==> config.mk <==
export PLATFORM = sky130hd
export DESIGN_NAME = thermal_hotspot_upscaler_unit
export DESIGN_NICKNAME = d
export VERILOG_FILES = /design/src/thup_pkg.sv /design/src/thermal_hotspot_upscaler_unit.sv
export SDC_FILE = /design/constraint.sdc
export NUM_CORES = 1
export LEC_CHECK = 0
export CAP_MARGIN = 20
export CORE_ASPECT_RATIO = 1.2
export CORE_MARGIN = 2
export CORE_UTILIZATION = 30
export CTS_BUF_LIST = sky130_fd_sc_hd__clkbuf_4 sky130_fd_sc_hd__clkbuf_8 sky130_fd_sc_hd__clkbuf_16
export DETAILED_ROUTE_END_ITERATION = 10
export DONT_BUFFER_PORTS = 1
export PLACE_DENSITY_LB_ADDON = 0.25
export SLEW_MARGIN = 20
export SYNTH_ARGS = -nofsm -noshare
export SYNTH_HDL_FRONTEND = slang
export SYNTH_SLANG_ARGS = --single-unit
export TNS_END_PERCENT = 20
==> constraint.sdc <==
create_clock -name clk -period 12.85 [get_ports clk]
set_clock_uncertainty 0.2 [all_clocks]
set_input_delay 0.6425 -clock clk [delete_from_list [all_inputs] [get_ports clk]]
set_output_delay 0.6425 -clock clk [all_outputs]
set_load 0.02 [all_outputs]
==> src/thup_pkg.sv <==
package thup_pkg;

	localparam int IN_SIDE  = 8;
	localparam int OUT_SIDE = 13;
	localparam int MAX_RES  = 4;

	localparam int IDX_W   = $clog2(IN_SIDE);
	localparam int COORD_W = $clog2(OUT_SIDE);
	localparam int CNT_W   = $clog2(OUT_SIDE + 1);
	localparam int K_W     = $clog2(MAX_RES);

	localparam int TEMP_W  = 12;
	localparam int PROB_W  = 16;
	localparam int FIELD_W = 4;

	localparam int S_DATA_W = 16;
	localparam int M_DATA_W = 48;

	localparam logic signed [TEMP_W-1:0] THRESH_RST = 12'sd128;
	localparam logic [PROB_W-1:0] PROB_ONE = 16'd32768;

	localparam logic [PROB_W-1:0] PROB_TABLE [16] = '{
		16'd32768, 16'd30783, 16'd25520, 16'd18671, 16'd12055, 16'd6869, 16'd3454, 16'd1533,
		16'd600,   16'd207,   16'd63,    16'd17,    16'd4,     16'd1,    16'd0,    16'd0
	};

	localparam logic RESULT_CELL    = 1'b0;
	localparam logic RESULT_SUMMARY = 1'b1;

	// number of output cells that map back to input index i
	function automatic logic [CNT_W-1:0] cell_count(input logic [IDX_W-1:0] i);
		int n;
		n = 0;
		for (int c = 0; c < OUT_SIDE; c++) begin
			if ((c * (IN_SIDE - 1)) / (OUT_SIDE - 1) == int'(i))
				n++;
		end
		return CNT_W'(n);
	endfunction

	// lowest output cell that maps back to input index i
	function automatic logic [COORD_W-1:0] cell_first(input logic [IDX_W-1:0] i);
		int f;
		f = 0;
		for (int c = OUT_SIDE - 1; c >= 0; c--) begin
			if ((c * (IN_SIDE - 1)) / (OUT_SIDE - 1) == int'(i))
				f = c;
		end
		return COORD_W'(f);
	endfunction

	typedef struct packed {
		logic [FIELD_W-1:0]            cell_x;
		logic [FIELD_W-1:0]            cell_y;
		logic signed [TEMP_W-1:0]      value;
		logic [FIELD_W-1:0]            hot_x;
		logic [FIELD_W-1:0]            hot_y;
		logic [PROB_W-1:0]             prob;
	} result_t;

endpackage

==> src/thermal_hotspot_upscaler_unit.sv <==
// Channel  Dir  Handshake          Payload
// s_       in   s_tvalid/s_tready  tdata: temperature; tuser: first_of_frame
// m_       out  m_tvalid/m_tready  tdata: cell/summary fields; tuser: kind; tlast
// cfg_     in   cfg_wr_en          cfg_wr_data: alarm threshold
//
// Each pixel yields 1 to 4 results at one per cycle from the result register unless m_tready
// stalls it (2 on the frame's last pixel: one cell and the summary). The next pixel is taken
// in the cycle its predecessor's final result is loaded.
// Reset clears frame position, running maximum, hotspot and sets the threshold to THRESH_RST (128).
// A stall on m_tready holds the result register and, in turn, the input side.
module thermal_hotspot_upscaler_unit (
	input  logic        clk,
	input  logic        arst_n,
	input  logic        s_tvalid,
	output logic        s_tready,
	input  logic [15:0] s_tdata,   // [11:0] temperature, zero fill above
	input  logic [0:0]  s_tuser,   // [0] first_of_frame
	output logic        m_tvalid,
	input  logic        m_tready,
	output logic [47:0] m_tdata,   // [3:0] cell_x, [7:4] cell_y, [19:8] value, [23:20] hot_x,
	                               // [27:24] hot_y, [43:28] fire_probability, zero fill above
	output logic [0:0]  m_tuser,   // [0] result_kind
	output logic        m_tlast,
	input  logic        cfg_wr_en,
	input  logic [11:0] cfg_wr_data
);

	// frame state
	logic [thup_pkg::IDX_W-1:0]         col_q, row_q;
	logic signed [thup_pkg::TEMP_W-1:0] rmax_q;
	logic [thup_pkg::FIELD_W-1:0]       hot_x_q, hot_y_q;
	logic signed [thup_pkg::TEMP_W-1:0] thr_q;

	// item under emission
	logic                               busy_q, cells_q, lastpix_q;
	logic signed [thup_pkg::TEMP_W-1:0] t_q, smax_q;
	logic [thup_pkg::COORD_W-1:0]       x0_q, y0_q;
	logic [thup_pkg::CNT_W-1:0]         nx_q, ny_q, a_q, b_q;
	logic [thup_pkg::K_W-1:0]           k_q;
	logic [thup_pkg::FIELD_W-1:0]       shx_q, shy_q;

	// accept-side logic
	logic                               acc, first;
	logic [thup_pkg::IDX_W-1:0]         col, row;
	logic signed [thup_pkg::TEMP_W-1:0] base, temp, newmax;
	logic [thup_pkg::CNT_W-1:0]         nx, ny;
	logic                               has_cells, upd, lastpix;

	assign first  = s_tuser[0];
	assign temp   = signed'(s_tdata[thup_pkg::TEMP_W-1:0]);
	assign col    = first ? '0 : col_q;
	assign row    = first ? '0 : row_q;
	assign base   = first ? '0 : rmax_q;
	assign nx     = thup_pkg::cell_count(col);
	assign ny     = thup_pkg::cell_count(row);
	assign has_cells = (nx != '0) && (ny != '0);
	assign upd    = has_cells && (temp > base);
	assign newmax = upd ? temp : base;
	assign lastpix = (col == thup_pkg::IDX_W'(thup_pkg::IN_SIDE - 1)) &&
	                 (row == thup_pkg::IDX_W'(thup_pkg::IN_SIDE - 1));

	// emission logic
	logic                              out_load, emit, cell_end, cur_last, a_end;
	logic [thup_pkg::K_W-1:0]          k_cap;
	logic [thup_pkg::COORD_W-1:0]      cx, cy;
	logic signed [thup_pkg::TEMP_W:0]  thr_gap;
	logic [thup_pkg::PROB_W-1:0]       prob;
	thup_pkg::result_t                 res;

	assign out_load = !m_tvalid || m_tready;
	assign emit     = busy_q && out_load;
	assign k_cap    = lastpix_q ? thup_pkg::K_W'(thup_pkg::MAX_RES - 2)
	                            : thup_pkg::K_W'(thup_pkg::MAX_RES - 1);
	assign a_end    = (a_q == nx_q - thup_pkg::CNT_W'(1));
	assign cell_end = (a_end && (b_q == ny_q - thup_pkg::CNT_W'(1))) || (k_q == k_cap);
	assign cur_last = cells_q ? (cell_end && !lastpix_q) : 1'b1;
	assign s_tready = !busy_q || (out_load && cur_last);
	assign acc      = s_tvalid && s_tready;

	assign cx = x0_q + thup_pkg::COORD_W'(a_q);
	assign cy = y0_q + thup_pkg::COORD_W'(b_q);

	assign thr_gap = {thr_q[thup_pkg::TEMP_W-1], thr_q} - {smax_q[thup_pkg::TEMP_W-1], smax_q};

	always_comb begin
		if (thr_gap[thup_pkg::TEMP_W])
			prob = thup_pkg::PROB_ONE;
		else if (thr_gap > 13'sd15)
			prob = '0;
		else
			prob = thup_pkg::PROB_TABLE[thr_gap[3:0]];
	end

	always_comb begin
		if (cells_q) begin
			res.cell_x = thup_pkg::FIELD_W'(cx);
			res.cell_y = thup_pkg::FIELD_W'(cy);
			res.value  = t_q;
			res.hot_x  = '0;
			res.hot_y  = '0;
			res.prob   = '0;
		end else begin
			res.cell_x = '0;
			res.cell_y = '0;
			res.value  = smax_q;
			res.hot_x  = shx_q;
			res.hot_y  = shy_q;
			res.prob   = prob;
		end
	end

	always_ff @(posedge clk or negedge arst_n) begin
		if (!arst_n) begin
			thr_q <= thup_pkg::THRESH_RST;
		end else if (cfg_wr_en) begin
			thr_q <= signed'(cfg_wr_data);
		end
	end

	// frame state advances on each input transfer
	always_ff @(posedge clk or negedge arst_n) begin
		if (!arst_n) begin
			col_q   <= '0;
			row_q   <= '0;
			rmax_q  <= '0;
			hot_x_q <= '0;
			hot_y_q <= '0;
		end else if (acc) begin
			if (upd) begin
				hot_x_q <= thup_pkg::FIELD_W'(thup_pkg::cell_first(col));
				hot_y_q <= thup_pkg::FIELD_W'(thup_pkg::cell_first(row));
			end
			if (lastpix) begin
				col_q  <= '0;
				row_q  <= '0;
				rmax_q <= '0;
			end else begin
				rmax_q <= newmax;
				if (col == thup_pkg::IDX_W'(thup_pkg::IN_SIDE - 1)) begin
					col_q <= '0;
					row_q <= row + thup_pkg::IDX_W'(1);
				end else begin
					col_q <= col + thup_pkg::IDX_W'(1);
					row_q <= row;
				end
			end
		end
	end

	// item control
	always_ff @(posedge clk or negedge arst_n) begin
		if (!arst_n) begin
			busy_q    <= 1'b0;
			cells_q   <= 1'b0;
			lastpix_q <= 1'b0;
			a_q       <= '0;
			b_q       <= '0;
			k_q       <= '0;
		end else if (acc) begin
			busy_q    <= has_cells || lastpix;
			cells_q   <= has_cells;
			lastpix_q <= lastpix;
			a_q       <= '0;
			b_q       <= '0;
			k_q       <= '0;
		end else if (emit) begin
			if (cells_q) begin
				if (cell_end) begin
					cells_q <= 1'b0;
					busy_q  <= lastpix_q;
				end else begin
					k_q <= k_q + thup_pkg::K_W'(1);
					if (a_end) begin
						a_q <= '0;
						b_q <= b_q + thup_pkg::CNT_W'(1);
					end else begin
						a_q <= a_q + thup_pkg::CNT_W'(1);
					end
				end
			end else begin
				busy_q <= 1'b0;
			end
		end
	end

	// item payload
	always_ff @(posedge clk) begin
		if (acc) begin
			t_q    <= temp;
			smax_q <= newmax;
			x0_q   <= thup_pkg::cell_first(col);
			y0_q   <= thup_pkg::cell_first(row);
			nx_q   <= nx;
			ny_q   <= ny;
			shx_q  <= upd ? thup_pkg::FIELD_W'(thup_pkg::cell_first(col)) : hot_x_q;
			shy_q  <= upd ? thup_pkg::FIELD_W'(thup_pkg::cell_first(row)) : hot_y_q;
		end
	end

	// result register
	always_ff @(posedge clk or negedge arst_n) begin
		if (!arst_n) begin
			m_tvalid <= 1'b0;
		end else if (out_load) begin
			m_tvalid <= busy_q;
		end
	end

	always_ff @(posedge clk) begin
		if (emit) begin
			m_tdata  <= {4'b0, res.prob, res.hot_y, res.hot_x, res.value, res.cell_y, res.cell_x};
			m_tuser  <= cells_q ? thup_pkg::RESULT_CELL : thup_pkg::RESULT_SUMMARY;
			m_tlast  <= cur_last;
		end
	end

endmodule

# Word-level counts from Yosys, hierarchy flattened
# Memories as Yosys holds them, arrays and structs flattened.
# Cells that the tools add are included.
# word_totals
reg_bits	146
romBits	256
elab_cells	196
n_memories	1
# classes
add_sub_neg	34
magnitude_cmp	3
n_eq_ne	21
n_mux	83
n_bitwise	1
n_reduce_logical	26
# memory_table
memory	words	width	read_ports	rd_ports_with_merged_regs	wr	line_no	text
(name not given)	16	16	1	0	0	thermal_hotspot_upscaler_unit.sv:91	prob = thup_pkg::PROB_TABLE[thr_gap[3:0]];
# ops
operator	n
2-to-1 mux 4 bit	52
adder 4 x 2 -> 4 bit, second input constant	22
2-to-1 mux 16 bit	4
2-to-1 mux 12 bit	3
2-to-1 mux 36 bit	1
== test 3 bit, first input constant	8
2-to-1 mux 3 bit	6
> comparator 13 x 5 -> 1 bit, second input constant	1
2-to-1 mux 1 bit	13
subtractor 12 x 12 -> 13 bit	1
== test 2 x 3 -> 1 bit, first input constant	4
> comparator 12 bit	1
adder 4 x 1 -> 4 bit, second input constant	2
adder 4 bit	2
== test 4 bit	2
logical AND 1 bit	8
2-to-1 mux 2 bit	4
nonzero test 4 bit	2
subtractor 4 x 1 -> 4 bit, second input constant	2
adder 3 x 1 -> 3 bit, second input constant	2
== test 1 x 3 -> 1 bit, first input constant	2
== test 3 bit, second input constant	2
zero test 3 bit	2
nonzero test 2 bit	3
13 further kinds	19

# Logic depth before layout (Yosys ltp)
# Gate-level depths: netlist of run 1.
# logic_depth
ltp_word	32
mapped_depth	26

# Least setup slack after synthesis of run 1
# Ideal clock, no wire load.
# synth_timing
path_type	input to register
startpoint	input s_tuser
endpoint	register shx_q[0] (netlist name) (data pin)
arrival_ns	5.443
t_required_ns	12.390
setup_slack_ns	6.947
path_stages	23
n_path_buf	4
cell_sequence	clkbuf_1 -> nand2b_1 -> inv_1 -> ha_1 -> clkbuf_1 -> and2_1 -> fa_1 -> buf_2 -> and2_1 -> ha_1 -> and3_1 -> or2_2 -> ha_1 -> nand4b_1 -> xor2_1 -> xnor2_2 -> nor2_1 -> xor3_1 -> a31o_1 -> a41oi_2 -> and3_4 -> buf_6 -> mux2_4
# synth_between
elab_chain_cells	31
# synth_rtl
element	line_no	text
start: declaration	thermal_hotspot_upscaler_unit.sv:17	input logic [0:0] s_tuser,
2-to-1 mux 3 bit, on equally long branches	thermal_hotspot_upscaler_unit.sv:51, thermal_hotspot_upscaler_unit.sv:52	
zero test 3 bit, on equally long branches	thup_pkg.sv:35, thup_pkg.sv:46	
2-to-1 mux 1 bit	thup_pkg.sv:35	if ((c * (IN_SIDE - 1)) / (OUT_SIDE - 1) == int'(i))
adder 1 x 1 -> 2 bit	thup_pkg.sv:36	n++;
2-to-1 mux 4 bit	thup_pkg.sv:35	
adder 4 x 2 -> 4 bit	thup_pkg.sv:36	
2-to-1 mux 4 bit	thup_pkg.sv:35	
adder 4 x 2 -> 4 bit	thup_pkg.sv:36	
[... 15 more ...]	--	
adder 4 x 2 -> 4 bit	thup_pkg.sv:36	
2-to-1 mux 4 bit	thup_pkg.sv:35	
adder 4 x 2 -> 4 bit	thup_pkg.sv:36	
2-to-1 mux 4 bit	thup_pkg.sv:35	
nonzero test 4 bit	thermal_hotspot_upscaler_unit.sv:56	assign has_cells = (nx != '0) && (ny != '0);
logical AND 1 bit	thermal_hotspot_upscaler_unit.sv:56	
logical AND 1 bit	thermal_hotspot_upscaler_unit.sv:57	assign upd = has_cells && (temp > base);
2-to-1 mux 4 bit *	thermal_hotspot_upscaler_unit.sv:195	shx_q <= upd ? thup_pkg::FIELD_W'(thup_pkg::cell_first(col)) : hot_x_q;
end signal: assignment	thermal_hotspot_upscaler_unit.sv:195	
end: declaration	thermal_hotspot_upscaler_unit.sv:40	logic [thup_pkg::FIELD_W-1:0] shx_q, shy_q;
# Mark *: on every way between the ends. The rest lies on a longest branch, timed or not.
# A chain may end at the register's enable or synchronous reset.

# Worst setup path after layout of run 1
# layout_timing
startpoint	register col_q[0] (netlist name)
endpoint	register shy_q[3] (netlist name) (data pin)
# layout_between
elab_chain_cells	31
# layout_rtl
element	line_no	text
start: declaration	thermal_hotspot_upscaler_unit.sv:29	logic [thup_pkg::IDX_W-1:0] col_q, row_q;
start signal: assignment	thermal_hotspot_upscaler_unit.sv:143	col_q <= col + thup_pkg::IDX_W'(1);
2-to-1 mux 3 bit *	thermal_hotspot_upscaler_unit.sv:51	assign col = first ? '0 : col_q;
zero test 3 bit	thup_pkg.sv:35	
2-to-1 mux 1 bit	thup_pkg.sv:35	
adder 1 x 1 -> 2 bit	thup_pkg.sv:36	
2-to-1 mux 4 bit	thup_pkg.sv:35	
adder 4 x 2 -> 4 bit	thup_pkg.sv:36	
2-to-1 mux 4 bit	thup_pkg.sv:35	
adder 4 x 2 -> 4 bit	thup_pkg.sv:36	
[... 15 more ...]	--	
adder 4 x 2 -> 4 bit	thup_pkg.sv:36	
2-to-1 mux 4 bit	thup_pkg.sv:35	
adder 4 x 2 -> 4 bit	thup_pkg.sv:36	
2-to-1 mux 4 bit *	thup_pkg.sv:35	
nonzero test 4 bit *	thermal_hotspot_upscaler_unit.sv:56	
logical AND 1 bit *	thermal_hotspot_upscaler_unit.sv:56	
logical AND 1 bit *	thermal_hotspot_upscaler_unit.sv:57	
2-to-1 mux 4 bit *	thermal_hotspot_upscaler_unit.sv:196	shy_q <= upd ? thup_pkg::FIELD_W'(thup_pkg::cell_first(row)) : hot_y_q;
end signal: assignment	thermal_hotspot_upscaler_unit.sv:196	
end: declaration	thermal_hotspot_upscaler_unit.sv:40	
# Marked as above.

==> flow_metrics.py, run 1 <==
metrics = {
    "synthesis": {
        "syn_inst": 849,
        "ys_ff_latch": 146,
        "synth_flop_cell": "edfxtp_1",
        "ys_warn_count": 0,
        "synth.largest_area_cell": "edfxtp_1",
        "yosysTopAreaCellShare": 0.315,
        "netlist_area_um2": 8970,
        "async_flop_share": 0.356,
        "yosysSeqAreaShare": 0.460,
        "ys_types": 76,
        "synth_edf_count": 94,
        "synthTopCellsByArea": "edfxtp_1 31%, dfrtp_1 14%, ha_1 9.5%",
        "avgSynthCellArea_um2": 10.6,
    },
    "setup_path": {
        "crit_type": "reg -> reg",
        "crit_path_end_kind": "register",
        "slowest_delay_ns": 0.77,
        "critPathLaunchType": "register",
        "cp_top_family": "simple AND/OR/NAND/NOR gates",
        "cp_slowest_cell": "a41oi_2",
        "path_common_cell": "ha_1",
        "crit_required_ns": 12.82,
        "crit_chain": "nand2b_1 -> inv_1 -> ha_1 -> and2_1 -> fa_1 -> and2_1 -> ha_1 -> and3_1 -> or2_2 -> ha_1 -> nand4b_1 -> xor2_1 -> xnor2_2 -> nor2_1 -> xor3_1 -> a31o_1 -> a41oi_2 -> and3_4 -> mux2_2",
        "path_buf_inv": 1,
        "crit_arrival_ns": 6.40,
        "crit_fanout": 20,
    },
    "detailed_routing": {
        "drt_iter0_markers": 382,
        "dr.pass1.iters": 7,
        "ant_nets": 0,
        "drcViolationCount": 0,
        "detail_route.vias_per_cell": 4.87,
        "drt-total-wl_um": 19500,
        "vias": 6005,
        "wire_per_inst_um": 15.8,
    },
    "global_routing": {
        "grt_overflow": 0,
        "grt_first_pass_wirelength_um": 32100,
        "grtUsageTotal": 0.129,
        "grt_pass1_vias": 6013,
        "grt_max_degree": 55,
        "antenna_found_initial": 0,
    },
    "clock_network": {
        "cts.repair.resized": 0,
        "cts_tree": "yes",
        "post_cts_buffers": 0,
        "clock_sinks": 146,
        "cts-root-buf": "clkbuf_16",
        "numCtsBuffers": 17,
        "h-tree-depth": 4,
        "clkTransAtPathRegs_ns": 0.06,
        "clk_latency_ns": 0.42,
        "holdBufCountCts": 2,
        "max-clock-path-buffers": 2,
    },
    "floorplan": {
        "die_area_um2": 31300,
        "rows": 69,
        "die_x_um": 162,
        "start_util": 0.304,
        "die_h_um": 193,
        "core_um2": 29500,
        "io_pins": 86,
    },
    "sta": {
        "worst_slew_pin_slew_ns": 0.984,
        "fin_crit_sh": 0.500,
        "setup_viol": 0,
        "clock.fmax_mhz": 156,
        "min_period_ns": 6.42,
        "grt_setup_unrepaired": "no",
        "tns_ns": 0,
        "drv_slew": 0,
        "hold_viol": 0,
        "max-slew-margin-rel": 0.344,
    },
    "final_layout": {
        "area_delta_synth_final_pct": 10.4,
        "diodes": 0,
        "fin_nets": 937,
        "drive_gt1_frac": 0.102,
        "fin_util": 0.335,
    },
    "power_and_ir_drop": {
        "p_sw_frac": 0.415,
        "p_leak_uw": 0.00405,
        "powerDensity_nw_per_um2": 254,
        "clockPowerShare": 0.198,
        "netSwitchingPower_uw": 1040,
        "p_int_uw": 1470,
        "p_seq_frac": 0.360,
        "peakVddDrop_mv": 0.138,
        "power_frac_comb": 0.442,
    },
    "placement": {
        "hpwl_um": 13700,
        "gp_congestion": 0.827,
        "io_buffers": 0,
    },
    "outcome": {
        "status": "complete, no violations",
    },
    "run": {
        "max_cap_violations": 0,
    },
    "worst_hold_path": {
        "hp-class": "in -> reg",
    },
}
==> registers in the layout (all words and copies together) (netlist names), 12 cells and up <==
| register | cells |
|---|---|
| m_tdata | 44 |
| rmax_q | 12 |
| smax_q | 12 |
| t_q | 12 |
| thr_q | 12 |
==> Yosys cell counts (13+ instances only) <==
master and n:
nor2b_1 13, mux2_2 17, inv_1 60, nor2_1 45, xor2_1 16, mux2_4 17, a21oi_1 37, o21ai_0 49
a32oi_1 13, dfrtp_1 51, nand2_1 80, clkbuf_1 26, nand3_1 16, nor3_1 26, ha_1 68, xnor2_1 22
and3_1 15, edfxtp_1 94, nand2b_1 26
==> worst reg2reg max path: cells and delay by family, from the launching register on <==
kind            cells  cell delay, ns
compound gates      2            1.01
buf+inv             1            0.09
simple gates        8            1.79
fa+ha+maj           4            1.50
flops               1            0.40
mux                 1            0.39
xor+xnor            3            0.79
==> per-stage QoR <==
stage	cell area [um^2]	setup WS, ns	hold WS, ns	total power [uW]	instances
floorplan	8980	6.95	0.147	1780	852
global placement	9270	6.16	0.150	2010	1199
detailed placement	9270	6.12	0.150	2030	1199
CTS	9900	6.42	0.0873	2540	1233
global route	9900	6.02	0.0886	2720	1233
finish	9900	6.43	0.109	2510	1233
==> power by group through the flow <==
stage | Sequential, uW | Clock (uW) | Combinational (uW)
after floorplan | 885 | 0 | 899
after global placement | 914 | 0 | 1100
after detailed placement | 917 | 0 | 1110
after CTS | 909 | 511 | 1120
after global routing | 926 | 528 | 1270
final | 905 | 497 | 1110
==> per-layer routing <==
metal | track usage | wire length [um] | vias up
li1 | - | - | 2988
met1 | 0.158 | 8490 | 2872
met2 | 0.219 | 9660 | 118
met5 | 0 | 0 | -
met4 | 0.0485 | 435 | 0
met3 | 0.0326 | 884 | 27
==> kinds of logic (layout without fill, tap and decap cells) <==
logic type / Yosys count / after routing / synth area share
simple gates: 263 / 263 / 0.148
other cells: 1 / 4 / 0.000418
buf+inv: 109 / 100 / 0.0513
flops: 146 / 146 / 0.460
xor+xnor: 43 / 43 / 0.0494
fa+ha+maj: 73 / 73 / 0.106
compound gates: 174 / 174 / 0.128
mux: 40 / 40 / 0.0579
==> cell usage in the layout (no fill, tap or decap), types with 4 or more instances in the layout <==
master and n:
dfrtp_1 51, and3_1 15, a21o_1 8, xnor2_1 22
nand4_1 8, fa_1 5, inv_1 60, ha_1 68
clkbuf_16 17, and2_1 11, edfxtp_1 94, mux2i_1 5
a21boi_0 4, nor2_1 45, nand3_1 16, a21oi_1 37
mux2_2 17, mux2_4 17, or3_1 4, nor3_1 26
o21ai_0 49, xor2_1 16, a211oi_1 5, nand2b_1 26
conb_1 4, o2bb2ai_1 11, nor2b_1 13, o21ai_1 9
buf_4 4, clkinvlp_4 4, o22a_1 4, a32oi_1 13
nand2_1 80
==> final cells by class <==
cell class	instances	area, um^2
clock buffer	21	462
clock inverter	11	130
fill	2976	19600
inverter	62	233
multi-input combinational	597	4400
sequential	146	4130
tap	390	488
timing repair buffer	6	67.6
==> final timing paths <==
| path | startpoint | depth (start not counted) | end | slack [ns] |
|---|---|---|---|---|
| setup / recovery | col_q[0] | 19 | shy_q[3] | 6.43 |
| hold / removal | s_tdata[10] | 0 | t_q[10] | 0.11 |
| setup reg to reg | col_q[0] | 19 | shy_q[3] | 6.43 |
| hold reg to reg | col_q[1] | 2 | col_q[1] | 0.29 |
| max in group asynchronous | arst_n | 2 | thr_q[7] | 11.60 |
| min in group asynchronous | arst_n | 2 | col_q[2] | 0.52 |
Note: power is estimated with default switching activity, not from simulation.
==> run 2, diff against run 1 <==
--- a/config.mk
+++ b/config.mk
@@ -5,6 +5,7 @@
 export SDC_FILE = /design/constraint.sdc
 export NUM_CORES = 1
 export LEC_CHECK = 0
+export ABC_AREA = 1
 export CAP_MARGIN = 20
 export CORE_ASPECT_RATIO = 1.2
 export CORE_MARGIN = 2
==> constraint.sdc (replaced) <==
create_clock -name clk -period 5.9 [get_ports clk]
set_clock_uncertainty 0.2 [all_clocks]
set_input_delay 0.295 -clock clk [delete_from_list [all_inputs] [get_ports clk]]
set_output_delay 0.295 -clock clk [all_outputs]
set_load 0.02 [all_outputs]
==> flow_metrics.py, run 2 <==
metrics = {
    "synthesis": {
        "syn_inst": 1031,
        "synth_edf_count": 94,
        "synthTopCellsByArea": "edfxtp_1 31%, dfrtp_1 14%, ha_1 9.4%",
        "synth_xor_area_frac": 0.0271,
        "netlist_area_um2": 9040,
        "synth_compound_area_frac": 0.0659,
        "synth_flop_cell": "edfxtp_1",
        "avgSynthCellArea_um2": 8.77,
        "yosys-top-cells-count": "226 x nand2_1, 167 x inv_1, 94 x edfxtp_1, 68 x ha_1, 62 x nor2_1",
        "synth_top_family_by_area": "simple AND/OR/NAND/NOR gates",
        "post-synth-top-count-cell": "nand2_1",
        "synth_mux_area_frac": 0.0137,
        "synth.largest_area_cell": "edfxtp_1",
        "async_flop_share": 0.356,
        "synth_adder_area_share": 0.105,
        "yosysSeqAreaShare": 0.456,
        "ys_ff_latch": 146,
        "synth-simple-area-share": 0.239,
        "ys_types": 51,
        "ys_warn_count": 0,
        "yosysTopAreaCellShare": 0.312,
    },
    "final_layout": {
        "final_common_cell": "nand2_1",
        "fin_nets": 1168,
        "drive_gt1_frac": 0.0987,
        "stdcell_count": 1465,
        "largest_reg_flops": 44,
        "area_delta_synth_final_pct": 14.4,
        "final_cell_mix": "226 x nand2_1, 166 x inv_1, 94 x edfxtp_1, 68 x ha_1, 62 x nor2_1",
        "regMostFlops": "m_tdata",
    },
    "power_and_ir_drop": {
        "p_int_uw": 3070,
        "power_frac_comb": 0.444,
        "powerDensity_nw_per_um2": 519,
        "clockPowerShare": 0.205,
        "peakVddDrop_mv": 0.219,
        "netSwitchingPower_uw": 2300,
        "p_seq_frac": 0.351,
        "power_uw": 5370,
        "p_leak_uw": 0.00486,
        "p_sw_frac": 0.429,
    },
    "sta": {
        "max-slew-margin-rel": 0.326,
        "fin_crit_sh": 0.877,
        "clock.fmax_mhz": 193,
        "drv_slew": 0,
        "tns_ns": 0,
        "min_period_ns": 5.18,
        "whs_ns": 0.0198,
        "hold_viol": 0,
        "worst_slew_pin_slew_ns": 1.01,
        "setup_viol": 0,
        "grt_setup_unrepaired": "no",
        "fin_ws_ns": 0.723,
    },
    "floorplan": {
        "core_um2": 29600,
        "die_x_um": 162,
        "io_pins": 86,
        "start_util": 0.305,
        "die_area_um2": 31500,
        "rows": 69,
        "die_h_um": 194,
    },
    "clock_network": {
        "cts_tree": "yes",
        "holdBufCountCts": 30,
        "h-tree-depth": 4,
        "clk_latency_ns": 0.42,
        "max-clock-path-buffers": 2,
        "cts-root-buf": "clkbuf_16",
        "numCtsBuffers": 17,
        "cts.repair.resized": 0,
        "clkTransAtPathRegs_ns": 0.06,
        "clock_sinks": 146,
        "post_cts_buffers": 0,
    },
    "placement": {
        "gp_congestion": 0.858,
        "io_buffers": 0,
        "dp_cells": 1402,
        "hpwl_um": 15000,
        "place_ws_ns": 0.773,
    },
    "setup_path": {
        "crit_required_ns": 5.87,
        "crit_arrival_ns": 5.15,
        "crit_fanout": 23,
        "crit_type": "in -> reg",
        "crit_path_end_kind": "register",
        "critPathLaunchType": "input pin",
    },
    "global_routing": {
        "grt_overflow": 0,
        "grt_pass1_vias": 6460,
        "antenna_found_initial": 1,
        "grt_max_degree": 53,
        "grtUsageTotal": 0.138,
        "grt_first_pass_wirelength_um": 34000,
    },
    "detailed_routing": {
        "drcViolationCount": 0,
        "vias": 6634,
        "detail_route.vias_per_cell": 4.53,
        "drt-total-wl_um": 21000,
        "wire_per_inst_um": 14.3,
        "ant_nets": 0,
        "drt_iter0_markers": 362,
        "dr.pass1.iters": 4,
    },
    "outcome": {
        "status": "complete, no violations",
    },
    "run": {
        "max_cap_violations": 0,
    },
    "worst_hold_path": {
        "hp-class": "in -> reg",
    },
}
==> run 2: cell count changes in the layout (fill, tap and decap cells not counted), sizes merged, moves of 11 or more <==
cell,before,now
nand2,80,249
inv,64,172
nand3,16,65
dlygate4sd3,1,29
nand2b,28,0
nand4,8,35
nor2,45,70
mux2,34,11
and3,16,0
nor3,26,10
a32oi,13,0
nor2b,13,0
xnor2,23,10
o2bb2ai,11,0
==> run 2: area by class of cell <==
class | count | area, um^2
clock inverters | 10 | 135
repair buffers | 38 | 390
flip-flops and latches | 146 | 4130
inverters | 173 | 649
fillers | 2993 | 19300
multi-input cells | 685 | 4090
clock buffers | 22 | 463
diodes | 1 | 2.50
well taps | 390 | 488
==> run 2: cells by family (layout without fill, tap and decap cells) <==
group                      count (synthesis)  count (layout)
xor gates and xnor gates                  28              28
AOI/OAI and AO/OA                        107             107
buffers and inverters                    203             243
other                                      1               5
DFF                                      146             146
and+or+nand+nor                          462             462
adders and majority gates                 73              73
muxes                                     11              11
==> run 2: path summary, 6_finish.rpt <==
kind / start / end / slack (ns) / cells after the start
min in group asynchronous: arst_n / rmax_q[8] / 0.23 / 2
min: s_tuser / row_q[0] / 0.02 / 4
min reg2reg: hot_x_q[1] / hot_x_q[1] / 0.28 / 2
max in group asynchronous: arst_n / thr_q[7] / 4.98 / 2
max: s_tuser / smax_q[10] / 0.72 / 25
max reg2reg: row_q[0] / smax_q[10] / 0.78 / 27
==> run 2: power by group through the flow <==
stage / Sequential [uW] / Clock [uW] / Combinational [uW]
global route: 1930 / 1170 / 2750
CTS: 1890 / 1130 / 2420
global placement: 1910 / 0 / 2330
floorplan: 1850 / 0 / 1900
detailed placement: 1910 / 0 / 2380
finish: 1890 / 1100 / 2390
==> run 2: worst max-delay path, stage by stage <==
cell and delay [ns]:
dlygate4sd3_1 0.58, nor2_1 0.29, ha_1 0.26, inv_1 0.06
nor2_1 0.24, fa_1 0.49, nand2_1 0.14, inv_1 0.06
ha_1 0.28, nand2_1 0.09, nand2_1 0.07, nand2_1 0.06
nand2_1 0.08, ha_1 0.29, or2_1 0.23, o21ai_2 0.07
inv_2 0.05, ha_1 0.28, nand2_1 0.08, nand3b_1 0.11
nor2_2 0.16, nand2_4 0.23, nand3_4 0.36, nand2_1 0.12
and2_1 0.16
==> run 2: through the flow <==
| step | util | cell area, um^2 |
|---|---|---|
| 2_1_floorplan | - | 9050 |
| 3_3_place_gp | 0.318 | 9410 |
| 3_5_place_dp | 0.318 | 9430 |
| 4_1_cts | 0.349 | 10300 |
| 5_1_grt | 0.349 | 10300 |
| 6_report | 0.349 | 10300 |
==> run 2: layer usage <==
layer / track usage / part of all wire / vias up
li1: - / - / 3416
met1: 0.161 / 0.42 / 3087
met2: 0.241 / 0.51 / 102
met3: 0.0332 / 0.044 / 29
met4: 0.0570 / 0.028 / 0
met5: 0 / 0 / -
